### config.mk
export PLATFORM = sky130hd
export DESIGN_NAME = encoder_count_extend_speed
export DESIGN_NICKNAME = d
export VERILOG_FILES = /design/src/ecs_pkg.sv /design/src/encoder_count_extend_speed.sv
export SDC_FILE = /design/constraint.sdc
export NUM_CORES = 2
export LEC_CHECK = 0
export ABC_AREA = 1
export BUFFER_PORTS_ARGS = -buffer_cell sky130_fd_sc_hd__buf_2
export CAP_MARGIN = 20
export CORE_MARGIN = 3
export CORE_UTILIZATION = 28
export CTS_CLUSTER_DIAMETER = 40
export CTS_CLUSTER_SIZE = 16
export DETAILED_ROUTE_END_ITERATION = 8
export PLACE_DENSITY = 0.4
export SLEW_MARGIN = 25
export SYNTH_ARGS = -nofsm -noshare
export SYNTH_HDL_FRONTEND = slang
export SYNTH_SLANG_ARGS = --single-unit
### constraint.sdc
create_clock -name clk_i -period 10 [get_ports clk_i]
set_clock_uncertainty 0.2 [all_clocks]
set_input_delay 0.5 -clock clk_i [delete_from_list [all_inputs] [get_ports clk_i]]
set_output_delay 0.5 -clock clk_i [all_outputs]
set_load 0.02 [all_outputs]
### src/ecs_pkg.sv
// ecs_pkg: types and constants for the encoder count extender and speed estimator
// no dependencies; imported by encoder_count_extend_speed
package ecs_pkg;

  localparam int FRAC_BITS = 8;

  localparam int CNT_W  = 32;
  localparam int RAW_W  = 16;
  localparam int CPR_W  = 16;
  localparam int PROD_W = CNT_W + CPR_W;
  localparam int NUM_W  = 64;
  localparam int DIV_STEPS = 32;
  localparam int STEP_W = $clog2(DIV_STEPS);

  localparam logic [1:0] OP_EXTEND = 2'd0;
  localparam logic [1:0] OP_SPEED  = 2'd1;
  localparam logic [1:0] OP_CLEAR  = 2'd2;

  localparam logic [CPR_W-1:0] CPS_SCALE = 16'd1000;
  localparam logic [CPR_W-1:0] RPM_SCALE = 16'd60000;

  localparam logic [CNT_W-1:0] SAT_POS = 32'h7FFF_FFFF;
  localparam logic [CNT_W-1:0] SAT_NEG = 32'h8000_0000;

  typedef struct packed {
    logic [1:0]              operation;
    logic signed [RAW_W-1:0] raw_count;
    logic [CNT_W-1:0]        now_ms;
  } in_item_t;

  typedef struct packed {
    logic signed [CNT_W-1:0] position;
    logic signed [CNT_W-1:0] speed_rpm_q8;
    logic signed [CNT_W-1:0] speed_cps_q8;
    logic                    speed_updated;
  } out_item_t;

endpackage

### src/encoder_count_extend_speed.sv
// encoder_count_extend_speed: position extender and speed estimator, top level
// depends on ecs_pkg (types, constants); one shared multiplier and serial divider
//
//   channel | direction | handshake                  | payload
//   in      | input     | in_valid_i / in_ready_o    | in_data_i  (ecs_pkg::in_item_t)
//   out     | output    | out_valid_o / out_ready_i  | out_data_o (ecs_pkg::out_item_t)
//   cfg     | input     | cfg_valid_i / cfg_ready_o  | cfg_data_i (counts_per_rev)
//
// extend, clear, unused and zero-elapsed speed items: result registered in the cycle
//   after accept, one per cycle while the output register is free; speed items with nonzero
//   elapsed time: three passes through the shared 32x16 multiplier, two 32-step restoring
//   divisions on the shared subtractor, cut short on overflow; in_ready_o is low meanwhile
// reset clears all state to zero and counts_per_rev to one; no clearing pass
// a stalled result sits in the output register; a second result waits in the
//   sequencer, with in_ready_o low, until the register frees up
module encoder_count_extend_speed (
  input  logic                clk_i,
  input  logic                rst_ni,
  input  logic                in_valid_i,
  output logic                in_ready_o,
  input  ecs_pkg::in_item_t   in_data_i,
  output logic                out_valid_o,
  input  logic                out_ready_i,
  output ecs_pkg::out_item_t  out_data_o,
  input  logic                cfg_valid_i,
  output logic                cfg_ready_o,
  input  logic [15:0]         cfg_data_i
);
  import ecs_pkg::*;

  typedef enum logic [2:0] {
    ST_IDLE, ST_MUL_CPS, ST_MUL_RPM, ST_MUL_DEN, ST_LOAD, ST_TEST, ST_RUN, ST_OUT
  } state_e;

  state_e            state_q, state_d;
  logic [CPR_W-1:0]  cpr_q, cpr_d;
  logic [RAW_W-1:0]  last_raw_q, last_raw_d;
  logic [CNT_W-1:0]  total_q, total_d;
  logic [CNT_W-1:0]  ref_q, ref_d;
  logic [CNT_W-1:0]  last_time_q, last_time_d;
  logic [CNT_W-1:0]  rpm_q, rpm_d;
  logic [CNT_W-1:0]  cps_q, cps_d;
  logic              neg_q, neg_d;
  logic [CNT_W-1:0]  mag_q, mag_d;
  logic [CNT_W-1:0]  dt_q, dt_d;
  logic [PROD_W-1:0] cps_num_q, cps_num_d;
  logic [PROD_W-1:0] rpm_num_q, rpm_num_d;
  logic [PROD_W-1:0] rpm_den_q, rpm_den_d;
  logic              sel_q, sel_d;
  logic [PROD_W:0]   rem_q, rem_d;
  logic [CNT_W-1:0]  lo_q, lo_d;
  logic [CNT_W-1:0]  quo_q, quo_d;
  logic [STEP_W-1:0] cnt_q, cnt_d;
  logic              upd_q, upd_d;
  logic              out_valid_q, out_valid_d;
  out_item_t         out_q, out_d;

  logic              in_acc, slot_free, speed_go;
  logic [RAW_W-1:0]  d16;
  logic [CNT_W-1:0]  total_next, dt_now, delta;
  logic [CNT_W-1:0]  mul_a;
  logic [CPR_W-1:0]  mul_b, cpr_eff;
  logic [PROD_W-1:0] mul_p, den;
  logic [NUM_W-1:0]  num64;
  logic [PROD_W:0]   sub_a;
  logic [PROD_W+1:0] diff;
  logic              borrow;
  logic [CNT_W-1:0]  q_fin, q_sat;

  function automatic logic [CNT_W-1:0] saturate(input logic neg, input logic ovf,
                                                input logic [CNT_W-1:0] q);
    logic [CNT_W-1:0] r;
    if (ovf || q[CNT_W-1]) begin
      r = neg ? SAT_NEG : SAT_POS;
    end else begin
      r = neg ? (CNT_W'(0) - q) : q;
    end
    return r;
  endfunction

  assign in_ready_o  = (state_q == ST_IDLE);
  assign cfg_ready_o = 1'b1;
  assign out_valid_o = out_valid_q;
  assign out_data_o  = out_q;

  assign in_acc    = in_valid_i && in_ready_o;
  assign slot_free = !out_valid_q || out_ready_i;

  // wrapped raw difference, sign extended
  assign d16        = RAW_W'(in_data_i.raw_count) - last_raw_q;
  assign total_next = total_q + {{(CNT_W-RAW_W){d16[RAW_W-1]}}, d16};
  assign dt_now     = in_data_i.now_ms - last_time_q;
  assign delta      = total_next - ref_q;
  assign speed_go   = (in_data_i.operation == OP_SPEED) && (dt_now != '0);

  assign cpr_eff = (cpr_q == '0) ? CPR_W'(1) : cpr_q;

  // shared multiplier
  always_comb begin
    mul_a = mag_q;
    mul_b = CPS_SCALE;
    case (state_q)
      ST_MUL_RPM: mul_b = RPM_SCALE;
      ST_MUL_DEN: begin
        mul_a = dt_q;
        mul_b = cpr_eff;
      end
      default: mul_b = CPS_SCALE;
    endcase
  end
  assign mul_p = mul_a * mul_b;

  // shared subtractor of the divider
  assign den    = sel_q ? rpm_den_q : PROD_W'(dt_q);
  assign num64  = NUM_W'(sel_q ? rpm_num_q : cps_num_q) << FRAC_BITS;
  assign sub_a  = (state_q == ST_RUN) ? {rem_q[PROD_W-1:0], lo_q[CNT_W-1]} : rem_q;
  assign diff   = {1'b0, sub_a} - {2'b00, den};
  assign borrow = diff[PROD_W+1];
  assign q_fin  = {quo_q[CNT_W-2:0], !borrow};
  assign q_sat  = saturate(neg_q, (state_q == ST_TEST), q_fin);

  always_comb begin
    state_d     = state_q;
    cpr_d       = cpr_q;
    last_raw_d  = last_raw_q;
    total_d     = total_q;
    ref_d       = ref_q;
    last_time_d = last_time_q;
    rpm_d       = rpm_q;
    cps_d       = cps_q;
    neg_d       = neg_q;
    mag_d       = mag_q;
    dt_d        = dt_q;
    cps_num_d   = cps_num_q;
    rpm_num_d   = rpm_num_q;
    rpm_den_d   = rpm_den_q;
    sel_d       = sel_q;
    rem_d       = rem_q;
    lo_d        = lo_q;
    quo_d       = quo_q;
    cnt_d       = cnt_q;
    upd_d       = upd_q;
    out_valid_d = out_valid_q && !out_ready_i;
    out_d       = out_q;

    if (cfg_valid_i && cfg_ready_o) begin
      cpr_d = cfg_data_i;
    end

    unique case (state_q)
      ST_IDLE: begin
        if (in_acc) begin
          case (in_data_i.operation) inside
            OP_EXTEND, OP_SPEED: begin
              total_d    = total_next;
              last_raw_d = RAW_W'(in_data_i.raw_count);
            end
            OP_CLEAR: begin
              total_d    = '0;
              last_raw_d = '0;
            end
            default: ;
          endcase
          if (speed_go) begin
            neg_d       = delta[CNT_W-1];
            mag_d       = delta[CNT_W-1] ? (CNT_W'(0) - delta) : delta;
            dt_d        = dt_now;
            ref_d       = total_next;
            last_time_d = in_data_i.now_ms;
            state_d     = ST_MUL_CPS;
          end else if (slot_free) begin
            out_valid_d       = 1'b1;
            out_d.position    = total_d;
            out_d.speed_rpm_q8 = rpm_q;
            out_d.speed_cps_q8 = cps_q;
            out_d.speed_updated = 1'b0;
          end else begin
            upd_d   = 1'b0;
            state_d = ST_OUT;
          end
        end
      end
      ST_MUL_CPS: begin
        cps_num_d = mul_p;
        state_d   = ST_MUL_RPM;
      end
      ST_MUL_RPM: begin
        rpm_num_d = mul_p;
        state_d   = ST_MUL_DEN;
      end
      ST_MUL_DEN: begin
        rpm_den_d = mul_p;
        sel_d     = 1'b0;
        state_d   = ST_LOAD;
      end
      ST_LOAD: begin
        rem_d   = (PROD_W+1)'(num64[NUM_W-1:CNT_W]);
        lo_d    = num64[CNT_W-1:0];
        quo_d   = '0;
        cnt_d   = '0;
        state_d = ST_TEST;
      end
      ST_TEST, ST_RUN: begin
        if (state_q == ST_RUN) begin
          rem_d = borrow ? sub_a : diff[PROD_W:0];
          lo_d  = lo_q << 1;
          quo_d = q_fin;
          cnt_d = cnt_q + STEP_W'(1);
        end
        // quotient overflow when the high half already reaches the divisor
        if ((state_q == ST_TEST && !borrow) ||
            (state_q == ST_RUN && cnt_q == STEP_W'(DIV_STEPS - 1))) begin
          if (!sel_q) begin
            cps_d   = q_sat;
            sel_d   = 1'b1;
            state_d = ST_LOAD;
          end else begin
            rpm_d   = q_sat;
            upd_d   = 1'b1;
            state_d = ST_OUT;
          end
        end else begin
          state_d = ST_RUN;
        end
      end
      ST_OUT: begin
        if (slot_free) begin
          out_valid_d        = 1'b1;
          out_d.position     = total_q;
          out_d.speed_rpm_q8 = rpm_q;
          out_d.speed_cps_q8 = cps_q;
          out_d.speed_updated = upd_q;
          state_d            = ST_IDLE;
        end
      end
      default: state_d = ST_IDLE;
    endcase
  end

  always_ff @(posedge clk_i or negedge rst_ni) begin
    if (!rst_ni) begin
      state_q     <= ST_IDLE;
      cpr_q       <= CPR_W'(1);
      last_raw_q  <= '0;
      total_q     <= '0;
      ref_q       <= '0;
      last_time_q <= '0;
      rpm_q       <= '0;
      cps_q       <= '0;
      neg_q       <= 1'b0;
      mag_q       <= '0;
      dt_q        <= '0;
      cps_num_q   <= '0;
      rpm_num_q   <= '0;
      rpm_den_q   <= '0;
      sel_q       <= 1'b0;
      rem_q       <= '0;
      lo_q        <= '0;
      quo_q       <= '0;
      cnt_q       <= '0;
      upd_q       <= 1'b0;
      out_valid_q <= 1'b0;
      out_q       <= '0;
    end else begin
      state_q     <= state_d;
      cpr_q       <= cpr_d;
      last_raw_q  <= last_raw_d;
      total_q     <= total_d;
      ref_q       <= ref_d;
      last_time_q <= last_time_d;
      rpm_q       <= rpm_d;
      cps_q       <= cps_d;
      neg_q       <= neg_d;
      mag_q       <= mag_d;
      dt_q        <= dt_d;
      cps_num_q   <= cps_num_d;
      rpm_num_q   <= rpm_num_d;
      rpm_den_q   <= rpm_den_d;
      sel_q       <= sel_d;
      rem_q       <= rem_d;
      lo_q        <= lo_d;
      quo_q       <= quo_d;
      cnt_q       <= cnt_d;
      upd_q       <= upd_d;
      out_valid_q <= out_valid_d;
      out_q       <= out_d;
    end
  end

  // restoring divider keeps the partial remainder below the divisor
  a_rem_below_den: assert property (@(posedge clk_i) disable iff (!rst_ni)
    (state_q == ST_RUN) |-> (rem_q < {1'b0, den}))
    else $error("partial remainder not below divisor");

  a_busy_after_speed: assert property (@(posedge clk_i) disable iff (!rst_ni)
    (in_acc && speed_go) |=> !in_ready_o)
    else $error("ready during speed computation");

  a_quick_result: assert property (@(posedge clk_i) disable iff (!rst_ni)
    (in_acc && !speed_go && slot_free) |=> (out_valid_o && !out_data_o.speed_updated))
    else $error("quick item result missing");

  a_updated_only_from_seq: assert property (@(posedge clk_i) disable iff (!rst_ni)
    (out_valid_o && !$past(out_valid_o && !out_ready_i) && out_data_o.speed_updated)
      |-> $past(state_q == ST_OUT))
    else $error("speed update reported without computation");

endmodule

# Yosys cells after proc, flatten, opt, wreduce, memory -nomap -nowiden
# Index checks and enable logic that the tools add are counted.
# totals
reg_bits,621
inputBits,71
out_inout_bits,100
word_cells,133
# classes
n_addsub,8
mul,1
eq_ne,19
mux,47
bitwise,1
reduce_logical,32
# ops
op,count
$mux W97,4
$mux W32,8
$pmux W97 S2,1
$mux W49,3
$pmux W49 S2,1
$mux W48,2
$pmux W32 S2,1
$sub A1 B32 Y32 const A,2
$sub A32 B32 Y32,2
$pmux W31 S2,1
$sub A49 B48 Y50,1
$mul A32 B16 Y48,1
$mux W16,3
$add A32 B32 Y32,1
$pmux W16 S2,1
$reduce_bool A32 Y1,1
$mux W31,1
$pmux W3 S7,1
$logic_not A16 Y1,1
$sub A16 B16 Y16,1
$mux W3,5
$reduce_and A3 Y1,5
$eq A3 B3 Y1 const B,4
$ne A2 B2 Y1 const B,6
other kinds (24),51

# Logic depth before layout (Yosys ltp)
# depth
ltp_word,8
depth_mapped,41

# Worst setup path before layout
# Ideal clock, no wire load.
# synth_timing
path_kind,flip-flop to flip-flop
from,register state_q[0]
to,register cps_num_q[47]
t_arrival_ps,6531
setup_slack_ps,3123
path_stages_with_launch,31
path_buffers,4
cell_sequence,dfrtp_1 buf_2 nand2_1 nor2_1 clkbuf_1 buf_1 nand2_1 o21ai_0 clkbuf_1 nand2_1 fa_1 fa_1 fa_1 inv_1 fa_1 fa_1 inv_1 fa_1 inv_1 ha_1 a21o_1 a21oi_1 a21boi_0 o21ai_0 nand2_1 nand3_1 nand3_1 nand3_1 or2_2 nand3_1 o21ai_0
# synth_via
elab_chain_cells,3
word_cells_on_any_way,6
classes_between,1 x mul; 3 x eq/ne; 2 x mux
# synth_lines
item,line_no,source
start: declaration,encoder_count_extend_speed.sv:35,"state_e state_q, state_d;"
start signal: assignment,encoder_count_extend_speed.sv:265,state_q <= state_d;
$eq A3 B2 Y1,encoder_count_extend_speed.sv:102,case (state_q)
$pmux W16 S2 or $mux W32 (tied branches),encoder_count_extend_speed.sv:102,
$mul A32 B16 Y48,encoder_count_extend_speed.sv:111,assign mul_p = mul_a * mul_b;
end signal: assignment,encoder_count_extend_speed.sv:276,cps_num_q <= cps_num_d;
end: declaration,encoder_count_extend_speed.sv:46,"logic [PROD_W-1:0] cps_num_q, cps_num_d;"
# Parallel ways exist; a longest one is shown, timed or not.
# A chain may end at the register's enable or synchronous reset.

# Worst setup path after layout
# layout_timing
from,register state_q[1]
to,register cps_num_q[47]
# The elaborated chain is that of the path after synthesis.

==> impl_metrics.yaml <==
run_status:
  status: "finished clean"
sta:
  finalSetupViolations: 0
  tightest_slew_ns: 1.05
  slew_headroom: 0.290
  layout_min_cycle_time_ns: 9.34
  finalHoldViolCount: 0
  tns_ns: 0
  min_period_over_period: 0.934
  fmax_mhz: 107
  grt_setup_unrepaired: "no"
  slew_violations: 0
grt:
  grt_overflow_total: 0
  grt_max_degree: 173
  antenna_found_initial: 11
  first_global_vias: 51592
  grt_pass1_wl_mm: 339
  track_usage: 0.220
setup_path:
  reg2reg_depth: 27
  critPathMaxFanout: 15
  slowest_stage: "a21oi_1"
  endpoint_kind: "flip-flop"
  start_kind: "flip-flop"
  path_delay_family: "adder cells"
  r2r-end: "cps_num_q[47]$_DFFE_PN0P_"
  crit_buf_inv: 7
  arrival_ns: 9.78
  reg2reg_from: "state_q[1]$_DFFE_PN0P_"
  worstSetupPathType: "flip-flop to flip-flop"
  critPathMostFrequentCell: "fa_1"
  worst-path-stages: 27
  cpPeakStageDelay_ns: 0.79
  crit_start: "state_q[1]$_DFFE_PN0P_"
  crit_path_end: "cps_num_q[47]$_DFFE_PN0P_"
  worstPathRequired_ns: 10.44
  reg2reg_slack_ns: 0.66
die:
  boundaryPins: 171
  die_w_um: 451
  fp.coreArea_mm2: 0.196
  die_h_um: 451
  start_util: 0.283
  num_rows: 162
  die-area_mm2: 0.203
min_path:
  hold_class: "input port to flip-flop"
  min_path_cells: 4
  hp-start: "in_valid_i"
yosys:
  async_reset_ff_frac: 1.00
  postSynthNetCount: 8530
  synth_cell_type_count: 62
  synth_cells: 7756
  yosys_warnings: 0
  yosysSeqAreaShare: 0.277
  ys.flop_type: "dfrtp_1"
  ys_ff_latch: 613
  synth-edff-count: 0
  syn_avg_cell_area_um2: 7.13
  netlist_area_mm2: 0.0553
route:
  post_drt_via_cell_ratio: 4.78
  dr.pass1.iters: 5
  vias: 51296
  ant_nets: 0
  wl_per_cell_um: 21.0
  drcViolationCount: 0
  wl_mm: 225
  drt_iter0_markers: 3427
clock_network:
  cts_resized: 0
  clock_latency_ns: 0.81
  cts_tree: "yes"
  cts_buffer_depth: 3
  post_cts_buffers: 0
  clkTransAtPathRegs_ns: 0.05
  cts_root_buffer: "clkbuf_16"
  clock-sinks: 613
  cts_buffers: 145
  ctsHoldBuffers: 99
  htree_num_levels: 4
finish:
  final_layout_size_suffix_gt1_frac: 0.0770
  multi_input_area_mm2: 0.0343
  final-seq-area_mm2: 0.0153
  syn2layout_area_growth_pct: 18.1
  fin_nets: 8755
  fill_cells: 21315
run:
  max_cap_violations: 0
place:
  gp_congestion: 0.903
  numPortBuffers: 169
  place_hpwl_mm: 177
[placed cells by master, fill, tap and decap left out, types with 15 or more instances in the layout]
cell	count
buf_2	168
nor2_1	641
a21oi_1	243
buf_4	91
clkbuf_8	20
o21bai_1	26
or2_2	37
clkbuf_16	145
nor4_1	15
a41oi_1	23
fa_1	423
nand4_1	153
dfrtp_1	611
a21o_1	22
ha_1	280
dlygate4sd3_1	99
inv_2	15
xnor2_1	45
nand3b_1	16
o21ai_0	562
clkinv_2	23
nand3_1	360
inv_1	1196
clkbuf_1	15
nand2_1	2410
nor3_1	59
a31oi_1	23
xor2_1	74
clkinvlp_4	20
o21ai_1	33
o22ai_1	68
[cell usage after synthesis (all sizes together) (4+ instances only)]
master | number | area share
a21boi | 5 | 0.00068
a21o | 22 | 0.0030
a21oi | 245 | 0.022
a22o | 4 | 0.00063
a31oi | 23 | 0.0026
a41oi | 23 | 0.0036
and2 | 6 | 0.00070
buf | 73 | 0.0071
clkbuf | 213 | 0.014
clkinv | 12 | 0.00084
dfrtp | 612 | 0.28
fa | 423 | 0.15
ha | 280 | 0.063
inv | 1212 | 0.082
mux2i | 13 | 0.0024
nand2 | 2420 | 0.16
nand3 | 366 | 0.034
nand3b | 16 | 0.0022
nand4 | 154 | 0.018
nor2 | 661 | 0.046
nor3 | 63 | 0.0060
nor4 | 15 | 0.0017
o211ai | 6 | 0.00081
o21a | 12 | 0.0016
o21ai | 598 | 0.054
o21bai | 26 | 0.0035
o22ai | 68 | 0.0077
o31ai | 7 | 0.00095
or2 | 37 | 0.0042
xnor2 | 45 | 0.0071
xor2 | 74 | 0.012
[tightest hold or removal path, delay by kind of cell]
family / cells / cell delay [ns]
AOI/OAI and AO/OA: 1 / 0.14
buffers and inverters: 2 / 0.33
and+or+nand+nor: 1 / 0.09
[routing by layer]
metal | vias up | part of all wire | global-route usage
li1 | 24851 | - | -
met1 | 25100 | 0.47 | 0.304
met2 | 1102 | 0.46 | 0.360
met3 | 241 | 0.042 | 0.0280
met4 | 2 | 0.025 | 0.0591
met5 | - | 0.000089 | 0
[stage by stage]
| stage | instances | hold slack, ns | worst slack [ns] | instance area (µm²) | util |
|---|---|---|---|---|---|
| 6_report | 10727 | 0.0989 | 0.663 | 65400 | 0.334 |
| 2_1_floorplan | 7756 | 0.00441 | 3.12 | 55300 | - |
| 4_1_cts | 10725 | 0.00285 | 0.644 | 65300 | 0.334 |
| 5_1_grt | 10726 | 0.0883 | 0.204 | 65400 | 0.334 |
| 3_5_place_dp | 10358 | 0.253 | 0.703 | 59200 | 0.302 |
| 3_3_place_gp | 10358 | 0.250 | 0.797 | 59200 | 0.302 |
[area by class of cell]
type | count | share of cell area
Timing Repair Buffer | 364 | 0.0403
Sequential cell | 613 | 0.235
Clock inverter | 88 | 0.0189
Tap cell | 2624 | 0.0502
Multi-Input combinational cell | 5633 | 0.525
Inverter | 1224 | 0.0704
Antenna cell | 1 | 0.0000383
Clock buffer | 180 | 0.0606
[worst min-delay path by stage]
stage	end
after floorplan	cnt_q[0]$_DFFE_PN0P_
after global placement	out_data_o[6]$_DFFE_PN0P_
after detailed placement	out_data_o[65]$_DFFE_PN0P_
after CTS	upd_q$_DFFE_PN0P_
after global routing	upd_q$_DFFE_PN0P_
final	upd_q$_DFFE_PN0P_
[cells by family (layout without fill, tap and decap cells)]
family,after synthesis,after routing,share of synthesized area
xor gates and xnor gates,119,119,0.0188
DFF,613,613,0.277
AOI/OAI and AO/OA,1055,1055,0.104
muxes,13,13,0.00235
and+or+nand+nor,3742,3742,0.277
buffers and inverters,1510,1856,0.105
other,1,2,0.0000678
adders and majority gates,703,703,0.216
[flip-flops by register name (all words and copies together), names as in the netlist, 31 cells and up]
signal / count
cps_num_q: 48
cps_q: 32
dt_q: 32
last_time_q: 32
mag_q: 32
out_data_o: 97
quo_q: 31
ref_q: 32
rem_q: 49
rpm_den_q: 48
rpm_num_q: 48
rpm_q: 32
total_q: 32
Power is left out: the tool's default activity adds up to more than one toggle a clock period on the data nets, which glitch-free logic cannot reach.
